==> config.mk <==
export PLATFORM = sky130hd
export DESIGN_NAME = source_text_lexer_top_flat
export DESIGN_NICKNAME = d
export VERILOG_FILES = /design/src/hdl/stl_pkg.sv /design/src/hdl/stl_byte_if.sv /design/src/hdl/stl_token_if.sv /design/src/hdl/stl_lex_core.sv /design/src/hdl/stl_token_fifo.sv /design/src/hdl/source_text_lexer_top.sv /design/src/flat_wrapper.sv
export SDC_FILE = /design/constraint.sdc
export NUM_CORES = 2
export LEC_CHECK = 0
export BUFFER_PORTS_ARGS = -buffer_cell sky130_fd_sc_hd__buf_4
export CORE_AREA = 5 5 323 325
export CTS_CLUSTER_DIAMETER = 30
export CTS_CLUSTER_SIZE = 10
export DETAILED_ROUTE_END_ITERATION = 7
export DIE_AREA = 0 0 328 330
export PLACE_DENSITY = 0.75
export SLEW_MARGIN = 10
export SYNTH_ARGS = -nofsm -noshare
export SYNTH_HDL_FRONTEND = slang
export SYNTH_HIERARCHICAL = 1
export SYNTH_SLANG_ARGS = --single-unit
==> constraint.sdc <==
create_clock -name clk -period 31.9 [get_ports clk]
set_input_delay 7.975 -clock clk [delete_from_list [all_inputs] [get_ports clk]]
set_output_delay 7.975 -clock clk [all_outputs]
set_load 0.1 [all_outputs]
==> src/hdl/stl_pkg.sv <==
// Shared types and constants for the source text lexer.
// Holds the lexer mode and token kind codes, the token record and the character constants.
// No dependencies.
`timescale 1ns / 1ps
`default_nettype none

package stl_pkg;

	localparam int unsigned FIFO_DEPTH = 8;
	localparam int unsigned PTR_W      = $clog2(FIFO_DEPTH);
	localparam int unsigned CNT_W      = $clog2(FIFO_DEPTH + 1);

	localparam logic [19:0] ROW_MAX  = 20'hFFFFF;
	localparam logic [15:0] COL_MAX  = 16'hFFFF;
	localparam int unsigned HASH_MUL = 31;

	localparam logic [7:0] CH_TAB    = 8'd9;
	localparam logic [7:0] CH_NL     = 8'd10;
	localparam logic [7:0] CH_VT     = 8'd11;
	localparam logic [7:0] CH_FF     = 8'd12;
	localparam logic [7:0] CH_CR     = 8'd13;
	localparam logic [7:0] CH_SPACE  = 8'd32;
	localparam logic [7:0] CH_DQUOTE = 8'h22;
	localparam logic [7:0] CH_SQUOTE = 8'h27;
	localparam logic [7:0] CH_USCORE = 8'h5F;
	localparam logic [7:0] CH_PLUS   = 8'h2B;
	localparam logic [7:0] CH_MINUS  = 8'h2D;
	localparam logic [7:0] CH_STAR   = 8'h2A;
	localparam logic [7:0] CH_SLASH  = 8'h2F;
	localparam logic [7:0] CH_LPAREN = 8'h28;
	localparam logic [7:0] CH_RPAREN = 8'h29;
	localparam logic [7:0] CH_LBRACE = 8'h7B;
	localparam logic [7:0] CH_RBRACE = 8'h7D;
	localparam logic [7:0] CH_LBRACK = 8'h5B;
	localparam logic [7:0] CH_RBRACK = 8'h5D;
	localparam logic [7:0] CH_EQUAL  = 8'h3D;
	localparam logic [7:0] CH_SEMI   = 8'h3B;

	typedef enum logic [2:0] {
		LM_IDLE       = 3'd0,
		LM_IDENT      = 3'd1,
		LM_NUMBER     = 3'd2,
		LM_STRING     = 3'd3,
		LM_CHAR_BODY  = 3'd4,
		LM_CHAR_CLOSE = 3'd5
	} lex_mode_t;

	typedef enum logic [4:0] {
		TK_UNDEF  = 5'd0,
		TK_EOF    = 5'd1,
		TK_IDENT  = 5'd2,
		TK_NUMBER = 5'd3,
		TK_STRING = 5'd4,
		TK_CHAR   = 5'd5,
		TK_PLUS   = 5'd6,
		TK_MINUS  = 5'd7,
		TK_STAR   = 5'd8,
		TK_SLASH  = 5'd9,
		TK_LPAREN = 5'd10,
		TK_RPAREN = 5'd11,
		TK_LBRACE = 5'd12,
		TK_RBRACE = 5'd13,
		TK_LBRACK = 5'd14,
		TK_RBRACK = 5'd15,
		TK_EQUAL  = 5'd16,
		TK_SEMI   = 5'd17
	} token_kind_t;

	typedef struct packed {
		token_kind_t kind;
		logic [19:0] srow;
		logic [15:0] scol;
		logic [15:0] ecol;
		logic [31:0] hash;
		logic [15:0] len;
		logic        last;
	} tok_t;

	typedef struct packed {
		logic a_v;
		tok_t a;
		logic b_v;
		tok_t b;
	} tok_push_t;

	function automatic token_kind_t op_kind(input logic [7:0] b);
		token_kind_t k;
		case (b)
			CH_PLUS:   k = TK_PLUS;
			CH_MINUS:  k = TK_MINUS;
			CH_STAR:   k = TK_STAR;
			CH_SLASH:  k = TK_SLASH;
			CH_LPAREN: k = TK_LPAREN;
			CH_RPAREN: k = TK_RPAREN;
			CH_LBRACE: k = TK_LBRACE;
			CH_RBRACE: k = TK_RBRACE;
			CH_LBRACK: k = TK_LBRACK;
			CH_RBRACK: k = TK_RBRACK;
			CH_EQUAL:  k = TK_EQUAL;
			CH_SEMI:   k = TK_SEMI;
			default:   k = TK_UNDEF;
		endcase
		return k;
	endfunction

endpackage

`default_nettype wire

==> src/hdl/stl_byte_if.sv <==
// Input channel of the lexer: one source byte or an end-of-input mark per transfer.
// No dependencies.
`timescale 1ns / 1ps
`default_nettype none

interface stl_byte_if;
	logic       valid;
	logic       ready;
	logic [7:0] text_byte;
	logic       end_of_input;

	modport source (output valid, output text_byte, output end_of_input, input ready);
	modport sink (input valid, input text_byte, input end_of_input, output ready);
endinterface

`default_nettype wire

==> src/hdl/stl_token_if.sv <==
// Output channel of the lexer: one token per transfer.
// Depends on stl_pkg.
`timescale 1ns / 1ps
`default_nettype none

interface stl_token_if;
	import stl_pkg::*;

	logic        valid;
	logic        ready;
	logic [4:0]  token_kind;
	logic [19:0] start_row;
	logic [15:0] start_column;
	logic [19:0] end_row;
	logic [15:0] end_column;
	logic [31:0] name_hash;
	logic [15:0] name_length;
	logic        last_of_run;

	modport source (
		output valid, output token_kind, output start_row, output start_column,
		output end_row, output end_column, output name_hash, output name_length,
		output last_of_run, input ready
	);
	modport sink (
		input valid, input token_kind, input start_row, input start_column,
		input end_row, input end_column, input name_hash, input name_length,
		input last_of_run, output ready
	);
endinterface

`default_nettype wire

==> src/hdl/stl_lex_core.sv <==
// Lexer core: input register, mode and position state, and the decode that forms
// up to two tokens per byte. Depends on stl_pkg and stl_byte_if.
`timescale 1ns / 1ps
`default_nettype none

module stl_lex_core #(
	parameter int unsigned HASH_BITS = 32
) (
	input  wire logic                     clk,
	input  wire logic                     arst_n,
	stl_byte_if.sink                      text_in,
	input  wire logic [stl_pkg::CNT_W-1:0] fifo_count,
	output stl_pkg::tok_push_t            push
);
	import stl_pkg::*;

	logic                 valid_s1;
	logic [7:0]           byte_s1;
	logic                 eof_s1;
	lex_mode_t            mode_q, mode_d;
	logic [19:0]          row_q, row_d, srow_q, srow_d;
	logic [15:0]          col_q, col_d, scol_q, scol_d;
	logic [HASH_BITS-1:0] hash_q, hash_d, hash_step;
	logic [15:0]          len_q, len_d;
	logic [31:0]          hash32;

	logic        is_letter, is_digit, is_nl, is_ws, is_dq, is_sq, is_us;
	logic        extend, do_fresh, fresh_starts, fresh_single;
	logic [15:0] col_p1, col_p2;
	logic [19:0] row_p1, eof_row;
	logic [CNT_W:0] room_need;

	assign room_need     = {1'b0, fifo_count} + (valid_s1 ? (CNT_W + 1)'(2) : '0);
	assign text_in.ready = room_need <= (CNT_W + 1)'(FIFO_DEPTH - 2);

	always_ff @(posedge clk or negedge arst_n) begin
		if (!arst_n) begin
			valid_s1 <= 1'b0;
		end else begin
			valid_s1 <= text_in.valid & text_in.ready;
		end
	end

	always_ff @(posedge clk) begin
		if (text_in.valid & text_in.ready) begin
			byte_s1 <= text_in.text_byte;
			eof_s1  <= text_in.end_of_input;
		end
	end

	always_ff @(posedge clk or negedge arst_n) begin
		if (!arst_n) begin
			mode_q <= LM_IDLE;
			row_q  <= 20'd1;
			col_q  <= '0;
			srow_q <= 20'd1;
			scol_q <= '0;
			hash_q <= '0;
			len_q  <= '0;
		end else begin
			mode_q <= mode_d;
			row_q  <= row_d;
			col_q  <= col_d;
			srow_q <= srow_d;
			scol_q <= scol_d;
			hash_q <= hash_d;
			len_q  <= len_d;
		end
	end

	generate
		if (HASH_BITS >= 32) begin : g_hash_wide
			assign hash32 = hash_q[31:0];
		end else begin : g_hash_narrow
			assign hash32 = {{(32 - HASH_BITS){1'b0}}, hash_q};
		end
	endgenerate

	assign hash_step = hash_q ^ ((hash_q * HASH_BITS'(HASH_MUL)) + HASH_BITS'(byte_s1));

	assign is_letter = (byte_s1 >= 8'h61 && byte_s1 <= 8'h7A) ||
		(byte_s1 >= 8'h41 && byte_s1 <= 8'h5A);
	assign is_digit  = byte_s1 >= 8'h30 && byte_s1 <= 8'h39;
	assign is_nl     = byte_s1 == CH_NL;
	assign is_ws     = byte_s1 == CH_TAB || byte_s1 == CH_VT || byte_s1 == CH_FF ||
		byte_s1 == CH_CR || byte_s1 == CH_SPACE;
	assign is_dq     = byte_s1 == CH_DQUOTE;
	assign is_sq     = byte_s1 == CH_SQUOTE;
	assign is_us     = byte_s1 == CH_USCORE;

	assign col_p1  = (col_q < COL_MAX) ? col_q + 16'd1 : COL_MAX;
	assign col_p2  = (col_q < COL_MAX - 16'd1) ? col_q + 16'd2 : COL_MAX;
	assign row_p1  = (row_q < ROW_MAX) ? row_q + 20'd1 : ROW_MAX;
	assign eof_row = (col_q != '0) ? row_p1 : row_q;

	always_comb begin
		case (mode_q)
			LM_IDENT:      extend = is_letter | is_digit | is_us;
			LM_NUMBER:     extend = is_digit;
			LM_STRING:     extend = !is_nl;
			LM_CHAR_BODY:  extend = !is_nl;
			LM_CHAR_CLOSE: extend = is_sq;
			default:       extend = 1'b0;
		endcase
	end

	assign do_fresh     = !eof_s1 && !extend;
	assign fresh_starts = do_fresh && !is_nl && !is_ws;
	assign fresh_single = fresh_starts && !is_letter && !is_digit && !is_dq && !is_sq;

	// Next state.
	always_comb begin
		mode_d = mode_q;
		row_d  = row_q;
		col_d  = col_q;
		srow_d = srow_q;
		scol_d = scol_q;
		hash_d = hash_q;
		len_d  = len_q;
		if (valid_s1) begin
			if (eof_s1) begin
				mode_d = LM_IDLE;
				row_d  = eof_row;
				col_d  = '0;
				srow_d = eof_row;
				scol_d = 16'd1;
			end else if (extend) begin
				col_d = col_p1;
				case (mode_q)
					LM_IDENT: begin
						hash_d = hash_step;
						len_d  = (len_q < COL_MAX) ? len_q + 16'd1 : COL_MAX;
					end
					LM_STRING:     mode_d = is_dq ? LM_IDLE : LM_STRING;
					LM_CHAR_BODY:  mode_d = LM_CHAR_CLOSE;
					LM_CHAR_CLOSE: mode_d = LM_IDLE;
					default:       mode_d = mode_q;
				endcase
			end else if (is_nl) begin
				mode_d = LM_IDLE;
				row_d  = row_p1;
				col_d  = '0;
			end else begin
				mode_d = LM_IDLE;
				col_d  = col_p1;
				if (!is_ws) begin
					srow_d = row_q;
					scol_d = col_p1;
				end
				if (is_letter) begin
					mode_d = LM_IDENT;
					hash_d = HASH_BITS'(byte_s1);
					len_d  = 16'd1;
				end else if (is_digit) begin
					mode_d = LM_NUMBER;
				end else if (is_dq) begin
					mode_d = LM_STRING;
				end else if (is_sq) begin
					mode_d = LM_CHAR_BODY;
				end
			end
		end
	end

	// Token outputs.
	always_comb begin
		push.a_v    = 1'b0;
		push.a.kind = TK_UNDEF;
		push.a.srow = srow_q;
		push.a.scol = scol_q;
		push.a.ecol = col_p1;
		push.a.hash = '0;
		push.a.len  = '0;
		push.b_v    = 1'b0;
		push.b.kind = op_kind(byte_s1);
		push.b.srow = row_q;
		push.b.scol = col_p1;
		push.b.ecol = col_p2;
		push.b.hash = '0;
		push.b.len  = '0;
		push.b.last = 1'b1;
		if (valid_s1) begin
			if ((eof_s1 || !extend) && mode_q != LM_IDLE) begin
				push.a_v = 1'b1;
				case (mode_q)
					LM_IDENT: begin
						push.a.kind = TK_IDENT;
						push.a.hash = hash32;
						push.a.len  = len_q;
					end
					LM_NUMBER: push.a.kind = TK_NUMBER;
					LM_STRING: push.a.ecol = col_q;
					default:   push.a.kind = TK_UNDEF;
				endcase
			end else if (!eof_s1 && extend &&
				((mode_q == LM_STRING && is_dq) || mode_q == LM_CHAR_CLOSE)) begin
				push.a_v    = 1'b1;
				push.a.kind = (mode_q == LM_STRING) ? TK_STRING : TK_CHAR;
				push.a.ecol = col_p2;
			end
			if (eof_s1) begin
				push.b_v    = 1'b1;
				push.b.kind = TK_EOF;
				push.b.srow = eof_row;
				push.b.scol = 16'd1;
				push.b.ecol = 16'd2;
			end else if (fresh_single) begin
				push.b_v = 1'b1;
			end
		end
		push.a.last = !push.b_v;
	end

endmodule

`default_nettype wire

==> src/hdl/stl_token_fifo.sv <==
// Token queue between the lexer core and the output channel.
// Takes up to two tokens per cycle and presents one. Depends on stl_pkg and stl_token_if.
`timescale 1ns / 1ps
`default_nettype none

module stl_token_fifo (
	input  wire logic                      clk,
	input  wire logic                      arst_n,
	input  stl_pkg::tok_push_t             push,
	stl_token_if.source                    token_out,
	output logic [stl_pkg::CNT_W-1:0]      count
);
	import stl_pkg::*;

	tok_t             mem_q [FIFO_DEPTH];
	logic [PTR_W-1:0] wr_q, rd_q;
	logic [CNT_W-1:0] count_q;
	logic [1:0]       n_push;
	logic             pop;
	tok_t             first, head;

	assign n_push = {1'b0, push.a_v} + {1'b0, push.b_v};
	assign first  = push.a_v ? push.a : push.b;
	assign pop    = token_out.valid & token_out.ready;
	assign count  = count_q;

	always_ff @(posedge clk) begin
		if (push.a_v | push.b_v) begin
			mem_q[wr_q] <= first;
		end
		if (push.a_v & push.b_v) begin
			mem_q[wr_q + PTR_W'(1)] <= push.b;
		end
	end

	always_ff @(posedge clk or negedge arst_n) begin
		if (!arst_n) begin
			wr_q    <= '0;
			rd_q    <= '0;
			count_q <= '0;
		end else begin
			wr_q    <= wr_q + PTR_W'(n_push);
			rd_q    <= rd_q + PTR_W'(pop);
			count_q <= count_q + CNT_W'(n_push) - CNT_W'(pop);
		end
	end

	assign head                   = mem_q[rd_q];
	assign token_out.valid        = count_q != '0;
	assign token_out.token_kind   = head.kind;
	assign token_out.start_row    = head.srow;
	assign token_out.start_column = head.scol;
	assign token_out.end_row      = head.srow;
	assign token_out.end_column   = head.ecol;
	assign token_out.name_hash    = head.hash;
	assign token_out.name_length  = head.len;
	assign token_out.last_of_run  = head.last;

endmodule

`default_nettype wire

==> src/hdl/source_text_lexer_top.sv <==
// Top level of the source text lexer: byte channel in, token channel out.
// Depends on stl_pkg, stl_byte_if, stl_token_if, stl_lex_core and stl_token_fifo.
//
// Usage: text_in carries one source byte per transfer, or an end-of-input mark that
// flushes any pending token and produces an end-of-file token. token_out carries one
// token per transfer with its kind, start and end positions, identifier hash and length;
// last_of_run marks the final token caused by one input transfer.
// Path: an accepted byte is held in the input register, and the tokens it completes are
// then written into an eight-entry token queue, from whose head they are taken.
// Throughput: one byte per cycle while the queue has room. A byte gives at most two
// tokens; the output side drains one token per cycle, so runs of bytes that each complete
// two tokens slow the input to the output rate. The input is ready while the queue has
// room for two tokens beyond those the byte in the input register may still produce.
// Reset: the queue empties, the lexer returns to idle at row 1, column 0.
// When the receiver stalls, tokens wait in the queue and the input stops once it lacks room.
`timescale 1ns / 1ps
`default_nettype none

module source_text_lexer_top #(
	parameter int unsigned HASH_BITS = 32
) (
	input  wire logic   clk,
	input  wire logic   arst_n,
	stl_byte_if.sink    text_in,
	stl_token_if.source token_out
);
	import stl_pkg::*;

	tok_push_t        push;
	logic [CNT_W-1:0] fifo_count;

	stl_lex_core #(
		.HASH_BITS(HASH_BITS)
	) u_core (
		.clk        (clk),
		.arst_n     (arst_n),
		.text_in    (text_in),
		.fifo_count (fifo_count),
		.push       (push)
	);

	stl_token_fifo u_fifo (
		.clk       (clk),
		.arst_n    (arst_n),
		.push      (push),
		.token_out (token_out),
		.count     (fifo_count)
	);

	a_fifo_bound: assert property (@(posedge clk) disable iff (!arst_n)
		fifo_count <= CNT_W'(FIFO_DEPTH))
		else $error("token queue count above its depth");

	a_accept_room: assert property (@(posedge clk) disable iff (!arst_n)
		(text_in.valid && text_in.ready) |-> fifo_count <= CNT_W'(FIFO_DEPTH - 2))
		else $error("byte accepted without room for its tokens");

	a_eof_last: assert property (@(posedge clk) disable iff (!arst_n)
		(token_out.valid && token_out.token_kind == TK_EOF) |->
		(token_out.last_of_run && token_out.end_column == 16'd2))
		else $error("end-of-file token malformed");

	a_col_nonzero: assert property (@(posedge clk) disable iff (!arst_n)
		token_out.valid |-> token_out.start_column != '0)
		else $error("token starts at column zero");

endmodule

`default_nettype wire

==> src/flat_wrapper.sv <==
// flat-port wrapper written by rule: the top's interface ports become plain ports
module source_text_lexer_top_flat import stl_pkg::*;
#(
	parameter int unsigned HASH_BITS = 32
)
  (clk, arst_n, text_in_valid, text_in_text_byte, text_in_end_of_input, text_in_ready, token_out_valid, token_out_token_kind, token_out_start_row, token_out_start_column, token_out_end_row, token_out_end_column, token_out_name_hash, token_out_name_length, token_out_last_of_run, token_out_ready);
  stl_byte_if text_in_i ();
  stl_token_if token_out_i ();
  input  wire logic clk;
  input  wire logic arst_n;
  input wire logic [$bits(text_in_i.valid)-1:0] text_in_valid;
  input wire logic [$bits(text_in_i.text_byte)-1:0] text_in_text_byte;
  input wire logic [$bits(text_in_i.end_of_input)-1:0] text_in_end_of_input;
  output wire logic [$bits(text_in_i.ready)-1:0] text_in_ready;
  output wire logic [$bits(token_out_i.valid)-1:0] token_out_valid;
  output wire logic [$bits(token_out_i.token_kind)-1:0] token_out_token_kind;
  output wire logic [$bits(token_out_i.start_row)-1:0] token_out_start_row;
  output wire logic [$bits(token_out_i.start_column)-1:0] token_out_start_column;
  output wire logic [$bits(token_out_i.end_row)-1:0] token_out_end_row;
  output wire logic [$bits(token_out_i.end_column)-1:0] token_out_end_column;
  output wire logic [$bits(token_out_i.name_hash)-1:0] token_out_name_hash;
  output wire logic [$bits(token_out_i.name_length)-1:0] token_out_name_length;
  output wire logic [$bits(token_out_i.last_of_run)-1:0] token_out_last_of_run;
  input wire logic [$bits(token_out_i.ready)-1:0] token_out_ready;
  assign text_in_i.valid = text_in_valid;
  assign text_in_i.text_byte = text_in_text_byte;
  assign text_in_i.end_of_input = text_in_end_of_input;
  assign text_in_ready = text_in_i.ready;
  assign token_out_valid = token_out_i.valid;
  assign token_out_token_kind = token_out_i.token_kind;
  assign token_out_start_row = token_out_i.start_row;
  assign token_out_start_column = token_out_i.start_column;
  assign token_out_end_row = token_out_i.end_row;
  assign token_out_end_column = token_out_i.end_column;
  assign token_out_name_hash = token_out_i.name_hash;
  assign token_out_name_length = token_out_i.name_length;
  assign token_out_last_of_run = token_out_i.last_of_run;
  assign token_out_i.ready = token_out_ready;
  source_text_lexer_top #(.HASH_BITS(HASH_BITS)) u_core (.clk(clk), .arst_n(arst_n), .text_in(text_in_i), .token_out(token_out_i));
endmodule
======== After elaboration in Yosys (flattened, before gate mapping) ========
Memory sizes are Yosys's and may differ from the RTL's.
Cells that the tools add are included.
cells by class
  multipliers ............................. 1
  reductions and logical operators ........ 40
  add/subtract/negate cells ............... 12
  bitwise gates (word level) .............. 8
  multiplexer cells ....................... 59
  div/mod/pow operators ................... 0
  eq/ne operators ......................... 32
  order comparisons ....................... 11
  shift operators ......................... 0
operator list
  operator                 number
  $mux W16                 17
  $mux W20                 9
  $mux W32                 4
  $mux W106                1
  $mux W48                 2
  $eq A8 B6 Y1 const B     11
  $mux W64                 1
  $pmux W5 S12             1
  $mux W58                 1
  $mux W57                 1
  $lt A16 B16 Y1 const B   3
  $eq A8 B4 Y1 const B     5
  $eq A8 B7 Y1 const B     5
  $add A16 B1 Y16 const B  2
  $add A32 B8 Y32          1
  $mul A32 B5 Y32 const B  1
  $xor A32 B32 Y32         1
  $mux W3                  7
  $add A20 B1 Y20 const B  1
  $lt A20 B20 Y1 const B   1
  $mux W6                  3
  $add A16 B2 Y16 const B  1
  $ge A8 B7 Y1 const B     2
  $le A8 B7 Y1 const B     2
  other kinds (36)         80
word-level totals
  ROM bits ................................ 0
  bits in latches ......................... 0
  register bits after elaboration ......... 143
  input port bits ......................... 13
  RAM bits ................................ 848
  memories ................................ 1
  output and inout bits ................... 128
  logic and storage cells ................. 177
memories
  name                 depth  bits a word  rd ports  clocked after memory_dff  write ports  RTL line              source
  u_core.u_fifo.mem_q  8      106          1         0                         2            stl_token_fifo.sv:15  tok_t mem_q [FIFO_DEPTH];

======== Longest topological paths before layout ========
  depth after elaboration ................. 20
  gate-level depth with buffers ........... 21
  depth with buffers taken out ............ 18

======== Modules after synthesis ========
The synthesis kept the hierarchy.
modules (own cells, without submodules)
  module          cells an instance  seq. area each (um2)  area an instance (um2)  instances
  stl_token_fifo  2372               25714.7               43880.8                 1
  stl_lex_core    1584               3375.7                13107.6                 1

======== Worst setup path after synthesis ========
Ideal clock, no wire load.
  path kind ............................... reg2reg
  from .................................... reg u_core.u_core.byte_s1[4]
  to ...................................... mem u_core/u_fifo/mem_q[2][0] (netlist name) (enable)
  stages on the path, launching flop included .. 18
  path buffers ............................ 4
  data arrival time ....................... 11.240 ns
  clock period less this slack ............ 11.972 ns
  setup time .............................. 0.732 ns
  slack ................................... 19.928 ns
  path through ............................ edfxtp_1 > nor3_2 > nand2_1 > nor3b_1 > a221oi_2 > nor2_1 > nand3_1 > clkbuf_1 > nand2_1 > nand2_1 > inv_1 > clkbuf_1 > buf_2 > buf_2 > inv_1 > ha_1 > nand2b_1 > o32ai_1
RTL lines
  element                   RTL line              source
  start: declaration        stl_lex_core.sv:18    logic [7:0] byte_s1;
  start signal: assignment  stl_lex_core.sv:46    byte_s1 <= text_in.text_byte;
  end: declaration          stl_token_fifo.sv:15

======== Worst setup path in the final report ========
  from .................................... reg u_core.u_fifo.rd_q[2]
  to ...................................... out token_out_end_column[6]
on the way
  longest elaborated chain between the ends .. 1
ends and longest elaborated chain
  element                   RTL line              source
  start: declaration        stl_token_fifo.sv:16  logic [PTR_W-1:0] wr_q, rd_q;
  start signal: assignment  stl_token_fifo.sv:43  rd_q <= rd_q + PTR_W'(pop);
  $mem_v2 Z8 W106           --
  end: declaration          flat_wrapper.sv:20    output wire logic [$bits(token_out_i.end_column)-1:0] token_out_end_column;
No other way between the ends.

==> metrics.txt <==
Max-slew headroom=a little over a fifth; via count=35.2k; clock period minus worst slack=between 10000 and 15000 ps; Synth Area in Compound Gates=5.00%; Worst-Skew Late Latency=~800 ps; worst hold path class=flop to flop; Port-buffer cells=140; Placed Cells=5248; largest family of logic cells by synthesized area=multiplexers; P per Cell Area=110 nW/um^2; clock skew=between 30 and 40 ps; Cell Area, Synth=57000 sq um; final setup vio count=0; clk sinks=around 990; DR pass1 iterations=7; XOR/XNOR share of the synthesized area=0.957%; switching part of the total power=between 40% and 50%; Simple-Gate Fraction of Synth Area=4.54%; crit-path max FO=67; clk buf depth=3; mux share of post-synthesis cell area=about 30%; Leak Pwr=0.0245 uW; layout cells sized above 1=43.5%; Synth async-reset ratio=between 10% and 20%; # diodes=0; synthesis-to-layout area growth=16.5%; Max Cap Violations=0; nets=roughly 4.3k; Avg Cell Area, Syn=between 10 and 15 sq um; # resized after CTS=0; Most Crowded Layer GR=met2; TritonCTS buffer count=214; Die Y=330 um; cell count after synthesis=around 4.0k; Final period util=41.8%; Clock transition at path regs=approximately 50 ps; number of global-route vias before repair=approximately 37k; count leader, synth=mux2_2; Synth top area share=a little under half; Synth area leaders=edfxtp_1, mux2_2, mux4_2; antenna violations before repair=1; CTS tree=done; unrepaired setup endpoints after global routing=no; final setup TNS=0 ps; initial core utilization=between 50% and 60%; Int Pwr=approximately 4200 uW; crit start category=flop; Critical Path RT=23930 ps; Final Hold Fails=0; dpl hpwl=just over 80000 um; outcome=complete, no violations; GRT met1 Usage=~38%; routability cong.=0.887; fmax=0.0749 GHz; Ys Warns=6; Flop pwr share=between 20% and 30%; sequential fraction of the synthesis area=between 50% and 60%; Worst Setup End Kind=output pin; vias per cell=slightly above 6; Adder-Cell Fraction of Synth Area=4.88%; Core Box Area=101000 sq um; grt ovf=0; Design Area, Final=66400 sq um; slew at the pin with the worst max-slew slack=between 1000 and 1500 ps; number of synthesized register bits=about 990; Overall Global Routing Usage=27.3%; Post-synth top cells=mux2_2, edfxtp_1, mux4_2, inv_1, a21oi_1; Core Rows=~120; CTS Hold Bufs=0; Root Driver=clkbuf_16; Top FF cell, synth=edfxtp_1; Critical Setup Path Class=flop to output pin; DR iter-0 viols=between 3k and 4k; met2 Usage GRT=44.5%; Setup Fix Bufs, Post-CTS=0; routed len/inst=roughly 26 um; fillcell total=7109; I/O Pins=between 100 and 150; Post-DRT Antenna Nets=0; largest net degree at the start of global routing=between 100 and 150; Max H-tree Level=4; grt met3 use=5.23%; Final Max Slew Viols=0; DRC errors left=0; combinational power share=between 40% and 50%; Chip Width=roughly 330 um; Finished Layout Cells=5653; die area=108000 sq um; Post-synth EDFFs=roughly 860; Routed WL=between 100000 and 150000 um; maximum vdd drop=~0.00018 V; Distinct cells, synth=91; dpl cell area=58900 sq um; Data arrival, critical path=5370 ps; Yosys top cell by area=edfxtp_1; first-pass GRT wire length=about 230000 um; Clk network pwr share=between 30% and 40%; Psw=slightly above 3000 uW
-- critical path, cell delays in order, from the launching register on --
cell and delay, ps:
dfrtp_4 630, buf_4 810, buf_4 920, buf_4 970, mux4_2 420, mux2_2 330, buf_4 250
-- stage by stage --
stage	total power [uW]	hold slack, ps	util [%]	worst slack [ps]
after global placement	5040	454	58.2	19440
after CTS	7370	471	65.6	18570
after floorplan	4400	443	-	19930
after global routing	7650	482	65.6	18440
after detailed placement	5090	460	58.2	19410
final	7330	469	65.6	18550
-- cell families (layout without fill, tap and decap cells) --
kind of cell,count (synthesis),count (layout)
compound gates,451,451
xor+xnor,58,58
fa+ha+maj,167,167
buf+inv,491,771
flops,991,991
mux,1282,1282
other cells,2,51
simple gates,514,514
-- per-layer routing --
layer | part of all wire, % | vias to the layer above
met3 | 7.7 | 233
met1 | 41 | 18000
met2 | 48 | 1490
met5 | 0 | -
li1 | - | 15500
met4 | 2.4 | 0
-- cell type report --
type	instances	area [sq um]	area share, %
multi-input combinational	2523	25900	39.1
clock buffer	246	5570	8.39
timing repair buffer	198	1530	2.30
inverter	168	633	0.954
tap	1368	1710	2.58
clock inverter	159	1920	2.89
sequential	991	29100	43.8
-- placed cells by master (no fill, tap or decap), types with 23 or more instances in the layout --
cell type,count
nor2_1,123
clkbuf_1,25
o21ai_0,90
and2_1,61
and3_1,27
clkinvlp_4,23
ha_1,75
clkinv_1,29
a31oi_1,28
clkbuf_16,216
conb_1,51
clkinv_2,34
mux2_2,1050
bufinv_16,34
edfxtp_1,857
inv_1,166
nand3_1,57
buf_4,194
nand2_1,122
dfrtp_1,129
xnor2_1,36
clkinv_4,24
a21o_1,29
a21oi_1,160
fa_1,92
mux4_2,212
-- power groups by stage --
stage | sequential, uW | clock, uW | combinational, uW
finish | 1710 | 2250 | 3360
global route | 1730 | 2350 | 3570
CTS | 1710 | 2280 | 3370
detailed placement | 1730 | 0 | 3350
global placement | 1730 | 0 | 3310
floorplan | 1700 | 0 | 2700
-- flip-flops by register name, indices dropped and copies added, names as in the netlist --
register / cells
u_core/u_core/byte_s1: 8
u_core/u_core/col_q: 16
u_core/u_core/eof_s1: 1
u_core/u_core/hash32: 32
u_core/u_core/len_q: 16
u_core/u_core/mode_q: 3
u_core/u_core/row_q: 20
u_core/u_core/scol_q: 16
u_core/u_core/srow_q: 20
u_core/u_core/valid_s1: 1
u_core/u_fifo/count: 4
u_core/u_fifo/mem_q: 848
u_core/u_fifo/rd_q: 3
u_core/u_fifo/wr_q: 3
-- path summary, 6_finish.rpt --
path / cells past startpoint / end / slack, ps / from
worst max-delay path: 6 / token_out_end_column[6] / 18550 / u_core/u_fifo/rd_q[2]$_DFF_PN0_
worst min register to register: 1 / u_core/u_core/scol_q[0]$_DFFE_PN0P_ / 470 / u_core/u_core/scol_q[0]$_DFFE_PN0P_
worst min-delay path: 1 / u_core/u_core/scol_q[0]$_DFFE_PN0P_ / 470 / u_core/u_core/scol_q[0]$_DFFE_PN0P_
min in group asynchronous: 1 / u_core/u_core/hash32[13]$_DFFE_PN0P_ / 7260 / arst_n
max in group asynchronous: 2 / u_core/u_fifo/rd_q[1]$_DFF_PN0_ / 23020 / arst_n
worst max register to register: 15 / u_core/u_fifo/mem_q[5][34]$_DFFE_PP_ / 24060 / u_core/u_core/byte_s1[7]$_DFFE_PP_
No activity file was read; power rests on OpenSTA's default activity.
